[src/rtl/wrn_pkg.sv]
package wrn_pkg;

  // Default number of tracked dimensions.
  localparam int unsigned DimMaxDef = 64;

  // Fixed arithmetic widths.
  localparam int unsigned MeanW  = 48;  // Q15.32 mean
  localparam int unsigned M2W    = 64;  // Q32.32 sum of squared deviations
  localparam int unsigned DevW   = 49;  // magnitude of a Q15.32 difference
  localparam int unsigned ProdW  = 2 * DevW;
  localparam int unsigned DivW   = 64;  // dividend and quotient width
  localparam int unsigned DenW   = 32;  // divisor width
  localparam int unsigned MulSteps = DevW;

  // Configuration register indexes.
  localparam logic [1:0] CfgEps  = 2'd0;
  localparam logic [1:0] CfgClip = 2'd1;

  // Operation codes.
  localparam logic OpUpdate    = 1'b0;
  localparam logic OpNormalize = 1'b1;

  typedef struct packed {
    logic               op;
    logic [5:0]         elem_index;
    logic signed [31:0] sample;
  } wrn_in_t;

  typedef struct packed {
    logic signed [31:0] avg_out;
    logic [31:0]        variance_out;
    logic signed [31:0] normalized_out;
    logic [31:0]        obs_count_out;
  } wrn_out_t;

  typedef struct packed {
    logic            start;
    logic [DivW-1:0] dividend;
    logic [DenW-1:0] divisor;
  } wrn_div_req_t;

  typedef struct packed {
    logic            done;
    logic [DivW-1:0] quotient;
  } wrn_div_rsp_t;

  typedef enum logic [3:0] {
    ST_CLEAR,
    ST_IDLE,
    ST_READ,
    ST_DIV_MEAN,
    ST_DEV,
    ST_MUL,
    ST_ACC,
    ST_WRITE,
    ST_DIV_VAR,
    ST_SQRT,
    ST_DIV_NORM,
    ST_OUT
  } wrn_state_e;

endpackage

[src/rtl/wrn_div.sv]
module wrn_div (
  input  logic                  clk_i,
  input  logic                  rst_ni,
  input  wrn_pkg::wrn_div_req_t req_i,
  output wrn_pkg::wrn_div_rsp_t rsp_o
);
  import wrn_pkg::*;

  // Restoring divider, one quotient bit per cycle. A zero divisor yields all ones.
  logic [DivW-1:0]             quo_q;
  logic [DenW-1:0]             rem_q;
  logic [DenW-1:0]             den_q;
  logic [$clog2(DivW)-1:0]     cnt_q;
  logic                        busy_q;
  logic                        done_q;
  logic [DenW:0]               trial;
  logic                        fits;

  assign trial = {rem_q, quo_q[DivW-1]};
  assign fits  = trial >= {1'b0, den_q};

  always_ff @(posedge clk_i or negedge rst_ni) begin
    if (!rst_ni) begin
      busy_q <= 1'b0;
      done_q <= 1'b0;
      cnt_q  <= '0;
    end else begin
      done_q <= 1'b0;
      if (req_i.start) begin
        busy_q <= 1'b1;
        cnt_q  <= '0;
      end else if (busy_q) begin
        cnt_q <= cnt_q + 1'b1;
        if (cnt_q == '1) begin
          busy_q <= 1'b0;
          done_q <= 1'b1;
        end
      end
    end
  end

  always_ff @(posedge clk_i) begin
    if (req_i.start) begin
      quo_q <= req_i.dividend;
      rem_q <= '0;
      den_q <= req_i.divisor;
    end else if (busy_q) begin
      quo_q <= {quo_q[DivW-2:0], fits};
      rem_q <= fits ? DenW'(trial - {1'b0, den_q}) : trial[DenW-1:0];
    end
  end

  assign rsp_o.done     = done_q;
  assign rsp_o.quotient = quo_q;

endmodule
[config.mk]
export PLATFORM = sky130hd
export DESIGN_NAME = wrn_div
export DESIGN_NICKNAME = d
export VERILOG_FILES = /design/src/rtl/wrn_pkg.sv /design/src/rtl/wrn_div.sv
export SDC_FILE = /design/constraint.sdc
export NUM_CORES = 1
export LEC_CHECK = 0
export BUFFER_PORTS_ARGS = -buffer_cell sky130_fd_sc_hd__buf_2
export CAP_MARGIN = 10
export CORE_MARGIN = 10
export CORE_UTILIZATION = 55
export DETAILED_ROUTE_END_ITERATION = 6
export PLACE_DENSITY = 0.81
export SLEW_MARGIN = 20
export SYNTH_ARGS = -nofsm -noshare
export SYNTH_HDL_FRONTEND = slang
export SYNTH_SLANG_ARGS = --single-unit
[constraint.sdc]
create_clock -name clk_i -period 4.3 [get_ports clk_i]
set_input_delay 0.645 -clock clk_i [delete_from_list [all_inputs] [get_ports clk_i]]
set_output_delay 0.645 -clock clk_i [all_outputs]
set_load 0.02 [all_outputs]
==> qor.yml <==
route:
  drtAntennaViolNets: 0
  drc_errors: 0
  drt_iter0_drc: 296
  routed_wl_um: 18200
  vias: 5475
  vias_per_cell: 5.62
  drt_pre_antenna_iters: 5
  wl_per_cell_um: 18.7
placed_design:
  place_area_mm2: 0.00825
  dp_hpwl_um: 13500
  place_congestion: 0.914
  io_buffers: 163
  dp.cells: 943
setup_path:
  rr_worst_depth: 12
  critPathMaxStageDelay_ns: 0.44
  crit_family: "compound AO/OA/AOI/OAI gates"
  worstSetupStartpointType: "register"
  arrival_ns: 3.66
  crit_chain: "inv_1 > ha_1 > nand3_1 > o21bai_4 > a2111oi_4 > o41ai_4 > o21a_4 > o21ai_2 > or3_1 > buf_4 > mux2i_1 > a211oi_1"
  cp-end-kind: "register"
  path_class: "register to register"
  r2r_slack_ns: 0.96
  cpMaxStageDelayCell: "a2111oi_4"
  cp_num_buf_inv: 2
  r2r-end: "rem_q[10]"
  timing.rr.start: "den_q[4]"
  critical_path_peak_fanout: 13
  cp.required_ns: 4.62
sta:
  min_period_over_period_pct: 77.7
  setup_viol: 0
  finalSetupTns_ns: 0
  slew_headroom_pct: 35.7
  fin_skew_ns: 0.0100
  final_hold_viol_count: 0
  tightestPinTransition_ns: 0.964
  rsz0062_at_grt: "no"
  drv_slew: 0
  max_freq_ghz: 0.299
  finalCriticalPeriod_ns: 3.34
pwr:
  leakagePower_nw: 3.86
  cellPowerDensity_mw_per_mm2: 549
  ir_drop_mv: 0.363
global_routing:
  overflow: 0
  grt_pass1_wl_um: 29700
  grt_use_total_pct: 20.3
  antenna_found_initial: 2
  grt_pass1_vias: 5876
  grt_max_degree: 73
cells_and_area:
  drive_gt1_share_pct: 34.9
  layout.cells.most_common_list: "162 x buf_2, 96 x edfxtp_1, 64 x mux2_2, 40 x nor2_1, 39 x inv_1"
  ff_latch_area_mm2: 0.00372
  multi_input_area_mm2: 0.00328
  syn_to_final_growth_pct: 20.3
  diodes: 0
  final_common_cell: "buf_2"
  fin_nets: 919
  stdcell_area_mm2: 0.00883
  fill_cells: 996
  stdcell_count: 975
synth:
  yosysWarnings: 0
  yosys_most_used_dff: "edfxtp_1"
  syn_area_per_cell_um2: 11.7
  ys_async_sr_fraction_pct: 5.88
  ys_types: 62
  synthTopCellsByArea: "edfxtp_1 39%, mux2_2 9.8%, dfxtp_1 8.7%"
  synth.top_cell.area_share_pct: 39.3
  synth-edff-count: 96
  syn_area_mm2: 0.00734
  synth_seq_cells: 136
  synth_cells: 629
  yosys.area.top_type: "edfxtp_1"
  synth_nets: 762
  synth_seq_area_share_pct: 50.7
clock_network:
  cts.htree.levels: 4
  cts.sinks: 136
  clk_latency_ns: 0.42
  cts_root_buffer: "clkbuf_16"
  cts_buffer_depth: 2
  cts_tree: "yes"
  path_clk_slew_ns: 0.06
  numCtsBuffers: 17
  cts_setup_buffers: 0
  cts_resized: 0
  cts_hold_buf: 0
floorplan:
  fp.dieArea_mm2: 0.0184
  start_util_pct: 55.9
  core_area_mm2: 0.0131
  die_x_um: 136
  num_rows: 42
  fp.dieH_um: 136
  io_pins: 164
flow_run:
  maxCapViolCount: 0
worst_hold_path:
  hold_class: "input port to asynchronous set/reset pin"
outcome:
  outcome: "complete, no violations"
cells in the mapped netlist (all sizes together), types with 5 or more instances:
| library cell | n |
|---|---|
| edfxtp | 96 |
| mux2 | 65 |
| inv | 40 |
| nor2 | 40 |
| nand2 | 37 |
| a21oi | 33 |
| ha | 33 |
| dfxtp | 32 |
| clkbuf | 26 |
| o21ai | 25 |
| mux2i | 24 |
| a21o | 18 |
| a211oi | 16 |
| xnor2 | 16 |
| xor2 | 15 |
| nand3 | 9 |
| dfrtp | 8 |
| nand4 | 8 |
| buf | 7 |
| nor3 | 7 |
| o211ai | 7 |
| nand2b | 6 |
| and2 | 5 |
report_power, final:
group / switching [mW] / total, mW / internal, mW
registers: 0.143 / 1.77 / 1.62
clock network: 0.582 / 1.41 / 0.828
logic: 0.945 / 1.67 / 0.727
total: 1.67 / 4.85 / 3.18
registers in the layout, summed over array words and instances (netlist names):
register / flops
quo_q: 64
cnt_q: 6
den_q: 32
busy_q: 1
rem_q: 32
done_q: 1
cell type report:
class	instances	share of cell area (%)
timing repair buffer	171	9.95
sequential	136	42.2
clock inverter	11	0.950
clock buffer	21	5.58
tap	176	2.49
multi-input combinational	420	37.1
inverter	40	1.70
stage by stage:
step	hold WS, ns	util (%)	setup WS [ns]	power [mW]
2_1_floorplan	0.349	-	1.29	3.11
3_3_place_gp	0.452	62.8	1.07	3.39
3_5_place_dp	0.469	62.8	0.943	3.43
4_1_cts	0.0504	67.2	0.953	4.85
5_1_grt	0.0462	67.2	0.761	5.12
6_report	0.0574	67.2	0.959	4.85
metal layers:
metal	routed length (um)	GRT usage (%)	share of wire, %
met3	1820	10.1	10
met5	32	0	0.18
met2	8730	33.2	48
met4	340	6.46	1.9
met1	7290	22.7	40
kinds of logic (layout without fill, tap and decap cells):
kind of cell | count (synthesis) | after routing | share of synthesized area, %
buf+inv | 73 | 243 | 4.59
xor+xnor | 31 | 31 | 3.70
flops | 136 | 136 | 50.7
simple gates | 130 | 130 | 8.37
mux | 89 | 89 | 13.3
fa+ha+maj | 34 | 34 | 5.90
compound gates | 136 | 136 | 13.4
worst max-delay path by stage:
| stage | from | end | slack (ns) | cells past startpoint |
|---|---|---|---|---|
| 6_report | den_q[4] | rem_q[10] | 0.96 | 12 |
| 3_5_place_dp | den_q[4] | rem_q[10] | 0.94 | 12 |
| 3_3_place_gp | quo_q[63] | rem_q[30] | 1.07 | 12 |
| 2_1_floorplan | den_q[3] | quo_q[0] | 1.29 | 13 |
| 4_1_cts | den_q[4] | rem_q[10] | 0.95 | 12 |
| 5_1_grt | den_q[1] | rem_q[0] | 0.76 | 12 |
worst reg2reg max path: stages (launching register included):
cell       delay [ns]
edfxtp_1         0.32
inv_1            0.04
ha_1             0.37
nand3_1          0.14
o21bai_4         0.21
a2111oi_4        0.44
o41ai_4          0.15
o21a_4           0.25
o21ai_2          0.16
or3_1            0.42
buf_4            0.34
mux2i_1          0.12
a211oi_1         0.27
Power figures use the tool's default switching activity.
